<file path="config.mk">
export PLATFORM = sky130hd
export DESIGN_NAME = upload_byte_budget_shaper
export DESIGN_NICKNAME = d
export VERILOG_FILES = /design/src/hdl/ubbs_pkg.sv /design/src/hdl/upload_byte_budget_shaper.sv
export SDC_FILE = /design/constraint.sdc
export NUM_CORES = 2
export LEC_CHECK = 0
export ABC_AREA = 1
export BUFFER_PORTS_ARGS = -buffer_cell sky130_fd_sc_hd__buf_2
export CORE_MARGIN = 8
export CORE_UTILIZATION = 50
export DETAILED_ROUTE_END_ITERATION = 10
export PLACE_DENSITY = 0.7
export SLEW_MARGIN = 10
export SYNTH_ARGS = -nofsm -noshare
export SYNTH_HDL_FRONTEND = slang
export SYNTH_SLANG_ARGS = --single-unit
</file>
<file path="constraint.sdc">
create_clock -name clk -period 11.3 [get_ports clk]
set_input_delay 2.26 -clock clk [delete_from_list [all_inputs] [get_ports clk]]
set_output_delay 2.26 -clock clk [all_outputs]
set_load 0.1 [all_outputs]
</file>
<file path="src/hdl/ubbs_pkg.sv">
package ubbs_pkg;

	typedef logic [1:0] req_t;

	localparam req_t REQ_TICK      = 2'd0;
	localparam req_t REQ_REPORT    = 2'd1;
	localparam req_t REQ_CLR_TOTAL = 2'd2;
	localparam req_t REQ_CLR_OVH   = 2'd3;

	localparam logic [10:0] FRAG_LOW       = 11'd536;
	localparam logic [10:0] FRAG_HIGH      = 11'd1300;
	localparam logic [11:0] CHUNK_HIGH     = 12'd2600;
	// rate multiple M = KiB/s, rate in bytes/s is M * 1024
	localparam logic [20:0] LOW_RATE_M     = 21'd6;
	localparam logic [20:0] UNLIMITED_M    = 21'h100000;
	localparam logic [17:0] CLAMP_EXTRA_MS = 18'd2000;
	localparam logic [9:0]  BACKOFF_CAP    = 10'd1000;
	localparam logic [16:0] SLEEP_MAX      = 17'd131071;
	localparam logic [6:0]  MAX_SLOTS      = 7'd64;

	// serial divider geometry
	localparam int NUM_W = 46;
	localparam int DEN_W = 28;
	localparam int CNT_W = 6;
	localparam logic [CNT_W-1:0] SLEEP_STEPS = 6'd38;
	localparam logic [CNT_W-1:0] TICK_STEPS  = 6'd46;
	// credit = M * el * 128 / 125
	localparam logic [DEN_W-1:0] TICK_DEN    = 28'd125;

	// sleep = backoff, or max(quotient + 2, backoff) while in deficit; saturate
	function automatic logic [16:0] sleep_pick(logic [NUM_W-1:0] quo, logic in_deficit,
			logic [9:0] backoff);
		logic [16:0] q2;
		if (quo >= NUM_W'(SLEEP_MAX - 17'd2)) begin
			q2 = SLEEP_MAX;
		end else begin
			q2 = quo[16:0] + 17'd2;
		end
		if (in_deficit && q2 > {7'b0, backoff}) begin
			return q2;
		end
		return {7'b0, backoff};
	endfunction

endpackage

</file>
<file path="src/hdl/upload_byte_budget_shaper.sv">
// Byte-credit shaper for an upload link.
// Input channel in_valid/in_ready carries one request: tick (elapsed_ms), send
// report (spent_bytes, spent_overhead, slot_count) or read-and-clear of either
// byte counter. Each request yields exactly one result on out_valid/out_ready:
// next sleep time, credit, send permission, fragment sizes, refill wake flag
// and the cleared counter value. cfg_we/cfg_wdata write the KiB/s limit with no
// wait; write it only while no request is in flight.
// Flow: an accepted request first has the sleep time recomputed (S_PRE) if it is
// the first after reset or after a limit write, then is worked in S_EXEC; a tick
// then passes S_MUL and S_TDIV for the credit, and every request ends with
// S_SLOAD and S_POST for the sleep time and S_DONE. One bit-serial restoring
// divider produces one quotient bit per cycle: 38 steps for the sleep time and
// 46 for the tick credit. One request is in work at a time; a new one is taken
// once the previous result sits in the output register; a stalled receiver
// holds that register and the next finished result waits until it is free.
// Reset: credit 0, backoff 1 ms, counters 0, limit 0 (unlimited); the sleep time
// is recomputed before the first request is worked.
module upload_byte_budget_shaper (
	input  logic               clk,
	input  logic               arst_n,
	input  logic               cfg_we,
	input  logic [19:0]        cfg_wdata,
	input  logic               in_valid,
	output logic               in_ready,
	input  logic [1:0]         req_type,
	input  logic [19:0]        elapsed_ms,
	input  logic [30:0]        spent_bytes,
	input  logic [30:0]        spent_overhead,
	input  logic [6:0]         slot_count,
	output logic               out_valid,
	input  logic               out_ready,
	output logic [16:0]        next_sleep_ms,
	output logic signed [31:0] budget_bytes,
	output logic               send_allowed,
	output logic [10:0]        min_fragment,
	output logic [11:0]        grant_chunk,
	output logic               wake_refill,
	output logic [63:0]        counter_value
);

	localparam int NW = ubbs_pkg::NUM_W;
	localparam int DW = ubbs_pkg::DEN_W;
	localparam int CW = ubbs_pkg::CNT_W;

	localparam logic [2:0] S_IDLE  = 3'd0;
	localparam logic [2:0] S_PRE   = 3'd1;
	localparam logic [2:0] S_EXEC  = 3'd2;
	localparam logic [2:0] S_MUL   = 3'd3;
	localparam logic [2:0] S_TDIV  = 3'd4;
	localparam logic [2:0] S_SLOAD = 3'd5;
	localparam logic [2:0] S_POST  = 3'd6;
	localparam logic [2:0] S_DONE  = 3'd7;

	logic [2:0]         state_q;
	logic               stale_q;
	logic [19:0]        kib_q;
	logic signed [31:0] budget_q;
	logic [9:0]         backoff_q;
	logic [16:0]        wanted_q;
	logic [63:0]        total_q;
	logic [63:0]        ovh_q;
	logic               out_valid_q;
	logic [CW-1:0]      cnt_q;

	ubbs_pkg::req_t     type_q;
	logic [19:0]        el_q;
	logic [30:0]        spent_q;
	logic [30:0]        over_q;
	logic [6:0]         slots_q;
	logic               wake_q;
	logic [63:0]        counter_q;
	logic [37:0]        prod_q;
	logic [DW-1:0]      rem_q;
	logic [NW-1:0]      num_q;
	logic [NW-1:0]      quo_q;
	logic [DW-1:0]      den_q;

	logic [16:0]        sleep_out_q;
	logic signed [31:0] budget_out_q;
	logic               allowed_out_q;
	logic [10:0]        frag_out_q;
	logic [11:0]        chunk_out_q;
	logic               wake_out_q;
	logic [63:0]        counter_out_q;

	logic [20:0]        m_rate;
	logic               low_rate;
	logic [10:0]        frag;
	logic [11:0]        chunk;
	logic               in_deficit;
	logic [32:0]        deficit;
	logic [39:0]        sleep_num;
	logic [17:0]        lim;
	logic [17:0]        el_c;
	logic [38:0]        prod_full;
	logic [DW:0]        trial;
	logic [DW:0]        diff;
	logic               ge;
	logic               div_step;
	logic               div_done;
	logic               load_sleep;
	logic               take;
	logic signed [47:0] tick_sum;
	logic signed [31:0] tick_budget;
	logic [6:0]         slots_c;
	logic [16:0]        lo_mag;
	logic signed [33:0] lo;
	logic signed [33:0] hi;
	logic signed [33:0] rep_nb;
	logic signed [31:0] rep_budget;
	logic [12:0]        backoff5;
	logic [9:0]         backoff_next;
	logic               rep_wake;

	assign m_rate     = (kib_q == 20'd0) ? ubbs_pkg::UNLIMITED_M : {1'b0, kib_q};
	assign low_rate   = m_rate < ubbs_pkg::LOW_RATE_M;
	assign frag       = low_rate ? ubbs_pkg::FRAG_LOW : ubbs_pkg::FRAG_HIGH;
	assign chunk      = low_rate ? {1'b0, ubbs_pkg::FRAG_LOW} : ubbs_pkg::CHUNK_HIGH;
	assign in_deficit = budget_q < 32'sd1;

	// deficit * 1000 / (M * 1024) == deficit * 125 / (M * 128)
	assign deficit   = 33'd1 - {budget_q[31], budget_q};
	assign sleep_num = {7'b0, deficit} * 40'd125;

	assign lim       = {1'b0, wanted_q} + ubbs_pkg::CLAMP_EXTRA_MS;
	assign el_c      = (el_q > {2'b0, lim}) ? lim : el_q[17:0];
	assign prod_full = {18'b0, m_rate} * {21'b0, el_c};

	assign trial    = {rem_q, num_q[NW-1]};
	assign ge       = trial >= {1'b0, den_q};
	assign diff     = trial - {1'b0, den_q};
	assign div_step = (state_q == S_PRE || state_q == S_TDIV || state_q == S_POST)
		&& cnt_q != '0;
	assign div_done = cnt_q == '0;

	assign take       = in_valid && state_q == S_IDLE;
	assign load_sleep = (take && stale_q) || state_q == S_SLOAD;

	assign tick_sum    = {{16{budget_q[31]}}, budget_q} + $signed({2'b0, quo_q});
	assign tick_budget = (tick_sum > 48'sd2147483647) ? 32'sh7FFFFFFF : tick_sum[31:0];

	assign slots_c  = (slots_q > ubbs_pkg::MAX_SLOTS) ? ubbs_pkg::MAX_SLOTS : slots_q;
	assign lo_mag   = ({10'b0, slots_c} + 17'd1) * {6'b0, frag};
	assign lo       = 34'sd0 - $signed({17'b0, lo_mag});
	assign hi       = $signed({18'b0, slots_c, 9'b0}) + 34'sd1;
	assign rep_nb   = {{2{budget_q[31]}}, budget_q} - $signed({3'b0, spent_q});
	assign rep_budget = (rep_nb < lo) ? lo[31:0] : ((rep_nb > hi) ? hi[31:0] : rep_nb[31:0]);
	assign backoff5 = {3'b0, backoff_q} * 13'd5;
	assign backoff_next = (spent_q != 31'd0) ? 10'd1 :
		((backoff5 > {3'b0, ubbs_pkg::BACKOFF_CAP}) ? ubbs_pkg::BACKOFF_CAP : backoff5[9:0]);
	assign rep_wake = spent_q != 31'd0 && spent_q > over_q;

	assign in_ready = state_q == S_IDLE;

	always_ff @(posedge clk or negedge arst_n) begin
		if (!arst_n) begin
			state_q     <= S_IDLE;
			stale_q     <= 1'b1;
			kib_q       <= 20'd0;
			budget_q    <= 32'sd0;
			backoff_q   <= 10'd1;
			wanted_q    <= 17'd1;
			total_q     <= 64'd0;
			ovh_q       <= 64'd0;
			out_valid_q <= 1'b0;
			cnt_q       <= '0;
		end else begin
			if (cfg_we) begin
				kib_q   <= cfg_wdata;
				stale_q <= 1'b1;
			end
			// hand over once the output register is free
			if (state_q == S_DONE && (!out_valid_q || out_ready)) begin
				out_valid_q <= 1'b1;
			end else if (out_ready) begin
				out_valid_q <= 1'b0;
			end
			if (div_step) begin
				cnt_q <= cnt_q - 1'b1;
			end
			if (load_sleep) begin
				cnt_q <= ubbs_pkg::SLEEP_STEPS;
			end
			unique case (state_q)
				S_IDLE: begin
					if (take) begin
						state_q <= stale_q ? S_PRE : S_EXEC;
					end
				end
				S_PRE: begin
					if (div_done) begin
						wanted_q <= ubbs_pkg::sleep_pick(quo_q, in_deficit, backoff_q);
						stale_q  <= 1'b0;
						state_q  <= S_EXEC;
					end
				end
				S_EXEC: begin
					unique case (type_q)
						ubbs_pkg::REQ_TICK: begin
							state_q <= S_MUL;
						end
						ubbs_pkg::REQ_REPORT: begin
							budget_q  <= rep_budget;
							total_q   <= total_q + {33'b0, spent_q};
							ovh_q     <= ovh_q + {33'b0, over_q};
							backoff_q <= backoff_next;
							state_q   <= S_SLOAD;
						end
						ubbs_pkg::REQ_CLR_TOTAL: begin
							total_q <= 64'd0;
							state_q <= S_SLOAD;
						end
						ubbs_pkg::REQ_CLR_OVH: begin
							ovh_q   <= 64'd0;
							state_q <= S_SLOAD;
						end
						default: state_q <= S_SLOAD;
					endcase
				end
				S_MUL: begin
					cnt_q   <= ubbs_pkg::TICK_STEPS;
					state_q <= S_TDIV;
				end
				S_TDIV: begin
					if (div_done) begin
						budget_q <= tick_budget;
						state_q  <= S_SLOAD;
					end
				end
				S_SLOAD: begin
					state_q <= S_POST;
				end
				S_POST: begin
					if (div_done) begin
						wanted_q <= ubbs_pkg::sleep_pick(quo_q, in_deficit, backoff_q);
						stale_q  <= 1'b0;
						state_q  <= S_DONE;
					end
				end
				S_DONE: begin
					if (!out_valid_q || out_ready) begin
						state_q <= S_IDLE;
					end
				end
				default: state_q <= S_IDLE;
			endcase
		end
	end

	always_ff @(posedge clk) begin
		if (take) begin
			type_q  <= req_type;
			el_q    <= elapsed_ms;
			spent_q <= spent_bytes;
			over_q  <= spent_overhead;
			slots_q <= slot_count;
		end
		if (state_q == S_EXEC) begin
			prod_q    <= prod_full[37:0];
			wake_q    <= (type_q == ubbs_pkg::REQ_REPORT) ? rep_wake : 1'b0;
			counter_q <= (type_q == ubbs_pkg::REQ_CLR_TOTAL) ? total_q :
				((type_q == ubbs_pkg::REQ_CLR_OVH) ? ovh_q : 64'd0);
		end
		// one quotient bit per cycle, MSB first
		if (div_step) begin
			rem_q <= ge ? diff[DW-1:0] : trial[DW-1:0];
			num_q <= {num_q[NW-2:0], 1'b0};
			quo_q <= {quo_q[NW-2:0], ge};
		end
		if (load_sleep) begin
			rem_q <= '0;
			quo_q <= '0;
			num_q <= {sleep_num[37:0], 8'b0};
			den_q <= {m_rate, 7'b0};
		end
		if (state_q == S_MUL) begin
			rem_q <= '0;
			quo_q <= '0;
			num_q <= {1'b0, prod_q, 7'b0};
			den_q <= ubbs_pkg::TICK_DEN;
		end
		if (state_q == S_DONE && (!out_valid_q || out_ready)) begin
			sleep_out_q   <= wanted_q;
			budget_out_q  <= budget_q;
			allowed_out_q <= !in_deficit;
			frag_out_q    <= frag;
			chunk_out_q   <= chunk;
			wake_out_q    <= wake_q;
			counter_out_q <= counter_q;
		end
	end

	assign out_valid     = out_valid_q;
	assign next_sleep_ms = sleep_out_q;
	assign budget_bytes  = budget_out_q;
	assign send_allowed  = allowed_out_q;
	assign min_fragment  = frag_out_q;
	assign grant_chunk   = chunk_out_q;
	assign wake_refill   = wake_out_q;
	assign counter_value = counter_out_q;

endmodule

</file>
==> metrics.cfg <==
[die]
start_util_pct=50.2
dieArea_mm2=0.129
die_h_um=360
die_x_um=360
num_io_pins=256
rows=126
core_mm2=0.118

[worst_setup_path]
end_kind=flop
start_kind=flop
slowest_stage=o21ai_0
critPathRequiredTime_ns=11.69
crit_type=reg -> reg
critPathTopFamily=adder cells
cp_max_fo=19
crit_path_max_incr_delay_ns=0.99
critPathArrivalTime_ns=10.75
crit_buf_inv=6

[clock_tree]
cts_buffer_depth=3
holdBufCountCts=0
cts_buffers=75
cts_tree=yes
clk_transition_reported_paths_ns=0.06
cts_sinks=663
insertion_delay_ns=0.70
cts_root_buffer=clkbuf_16
htree_levels=3

[pwr]
swShare_pct=35.5
powerDensity_mw_per_mm2=127
internal-power_mw=5.28
leakage_nw=31.5
p_comb_share_pct=34.6
ir_worst_vdd_uv=247
seqPwrFrac_pct=33.2
power.share.clock_pct=32.2
p_sw_mw=2.90

[detailed_routing]
wl_per_cell_um=20.9
highest_layer=met4
wl_met1_um=81800
drt_iter0_markers=5128
drt_wl_total_um=190000
dr_wl_met2_um=83500
route.met3.wl_um=16600
drtPass1Iterations=6
detail-route-antenna-nets=0
via_per_inst=5.62
num_vias=50900
remaining_drc_errors=0

[placement]
place_ws_ns=1.07
place.gp.congestion=1.00
io_buffers=240
dpl.hpwl_um=151000

[timing]
setup_ws_ns=0.940
hold_violations=0
slew_viol_final=0
fin_worst_skew_ns=0.0434
max-slew-margin-rel_pct=24.1
finalCritPeriodShare_pct=91.7
max_clock_freq_mhz=96.5
tns_ns=0
post-route-min-period_ns=10.36
worstMarginPinSlew_ns=1.13
setup_viol=0
rsz0062_at_grt=no

[logic_synthesis]
ys_warn_count=0
yosys_most_used_dff=edfxtp_1
avgSynthCellArea_um2=8.14
seq_area_frac_synth_pct=30.3
synth_seq_cells=663
synth_cell_types=79
async_flop_share_pct=32.7
synth-edff-count=349
synth_cells=7247
syn-cell-area_mm2=0.0590

[run_status]
status=complete, no violations

[global_route]
gr-total-overflow=0
antenna_found_initial=1
grt_pass1_wl_um=293000
grtUsageTotal_pct=28.7
grt_max_degree=107
grt_pass1_vias=50500

[hold_path]
hold_path.class=reg -> reg

[final_layout]
drive_gt1_share_pct=7.19
layout-area-overhead-vs-synth_pct=9.25
nNetsFinal=8509
fill_cells=11000

[job]
max_cap_violations=0

-- stage by stage --
stage | util (%) | instance area (um^2) | power, mW | hold slack [ns] | instances
3_3_place_gp | 52.5 | 61800 | 5.49 | 0.402 | 8910
6_report | 54.8 | 64500 | 8.19 | 0.420 | 9051
2_1_floorplan | - | 59100 | 4.80 | 0.400 | 7265
3_5_place_dp | 52.5 | 61800 | 5.55 | 0.405 | 8910
4_1_cts | 54.8 | 64500 | 8.22 | 0.419 | 9049
5_1_grt | 54.8 | 64500 | 8.68 | 0.428 | 9050
-- logic make-up after synthesis --
kind of cell / after synthesis / share of synthesized area [%]
compound gates: 1246 / 11.9
buf+inv: 1532 / 10.1
flops: 663 / 30.3
other cells: 2 / 0.0127
xor+xnor: 202 / 3.05
fa+ha+maj: 941 / 25.5
simple gates: 2661 / 19.2
-- final cells by class --
type	instances	area, um^2	share of cell area, %
inverters	1344	5060	7.85
diodes	1	2.50	0.00388
repair inverters	1	5.00	0.00776
multi-input cells	5070	35300	54.7
clock inverters	54	721	1.12
well taps	1536	1920	2.98
repair buffers	297	1640	2.54
flip-flops and latches	663	17900	27.7
clock buffers	85	1980	3.07
-- cell usage in the layout, fill, tap and decap left out, drive strengths merged, types with 45 or more instances in the layout --
master / count
a21oi: 449
buf: 297
clkbuf: 85
clkinv: 51
dfrtp: 214
dfxtp: 97
edfxtp: 349
fa: 439
ha: 502
inv: 1331
nand2: 1426
nand3: 292
nand4: 107
nor2: 628
nor3: 118
nor4: 45
o21ai: 425
o22ai: 159
xnor2: 62
xor2: 140
-- power by group through the flow --
| stage | Combinational, mW | Sequential (mW) | Clock [mW] |
|---|---|---|---|
| floorplan | 2.06 | 2.74 | 0 |
| global placement | 2.73 | 2.76 | 0 |
| detailed placement | 2.79 | 2.76 | 0 |
| CTS | 2.81 | 2.71 | 2.69 |
| global route | 3.18 | 2.71 | 2.78 |
| finish | 2.83 | 2.71 | 2.64 |
-- timing repair --
action | in CTS | in global routing
buffers inserted | 0 | 0
endpoints found under the setup margin | 0 | 2
gates resized for setup | 0 | 5
-- path summary, 6_finish.rpt --
check	start	endpoint	slack, ns	cells past startpoint
worst max-delay path	wanted_q[4]	prod_q[37]	0.94	34
worst min-delay path	counter_q[60]	counter_value[60]	0.42	0
worst max register to register	wanted_q[4]	prod_q[37]	0.94	34
worst min register to register	counter_q[60]	counter_value[60]	0.42	0
max in group asynchronous	arst_n	kib_q[2]	8.18	2
min in group asynchronous	arst_n	ovh_q[44]	1.63	1
-- synthesized netlist by cell type, drive strengths merged (2+ instances only) --
master   instances  area share, %
or2             21           0.22
nand4          107            1.2
and2             5          0.055
dfstp            3           0.13
dfrtp          214            9.1
o21ai          425            3.6
a2111oi          2          0.030
nor3b            6          0.076
buf             57           0.69
a21boi          13           0.17
nor4            45           0.52
nor2           628            4.1
nor3           118            1.0
xor2           140            2.1
edfxtp         349             18
o22ai          159            1.7
a221oi           6          0.089
fa             439             15
and3             4          0.042
o2111ai          3          0.045
a211oi          15           0.19
xnor2           62           0.92
a21oi          449            3.8
nand3          292            2.7
o221ai          12           0.18
clkbuf         130           0.84
conb             2          0.013
nand3b           6          0.076
o211ai          21           0.27
o31ai           13           0.17
a21o            27           0.34
clkinv          21           0.13
ha             502             11
o21bai          23           0.29
dfxtp           97            3.3
nand2         1426            9.2
a31oi           30           0.32
inv           1323            8.4
o21a            41           0.52
-- registers in the layout, indices dropped and copies added, names as in the netlist, 17 cells and up --
name and flops:
counter_q 64, counter_value 64, ovh_q 64, total_q 64
quo_q 46, num_q 39, prod_q 38, budget_bytes 32
budget_q 32, over_q 31, spent_q 31, rem_q 28
den_q 22, el_q 20, kib_q 20, next_sleep_ms 17
wanted_q 17
-- layer usage --
layer  track usage (%)  up-vias
met5                 0        -
met4              10.5        0
met3              5.12      378
met2              45.2     2137
met1              39.9    24400
li1                  -    24000
No activity file was read; power rests on OpenSTA's default activity.
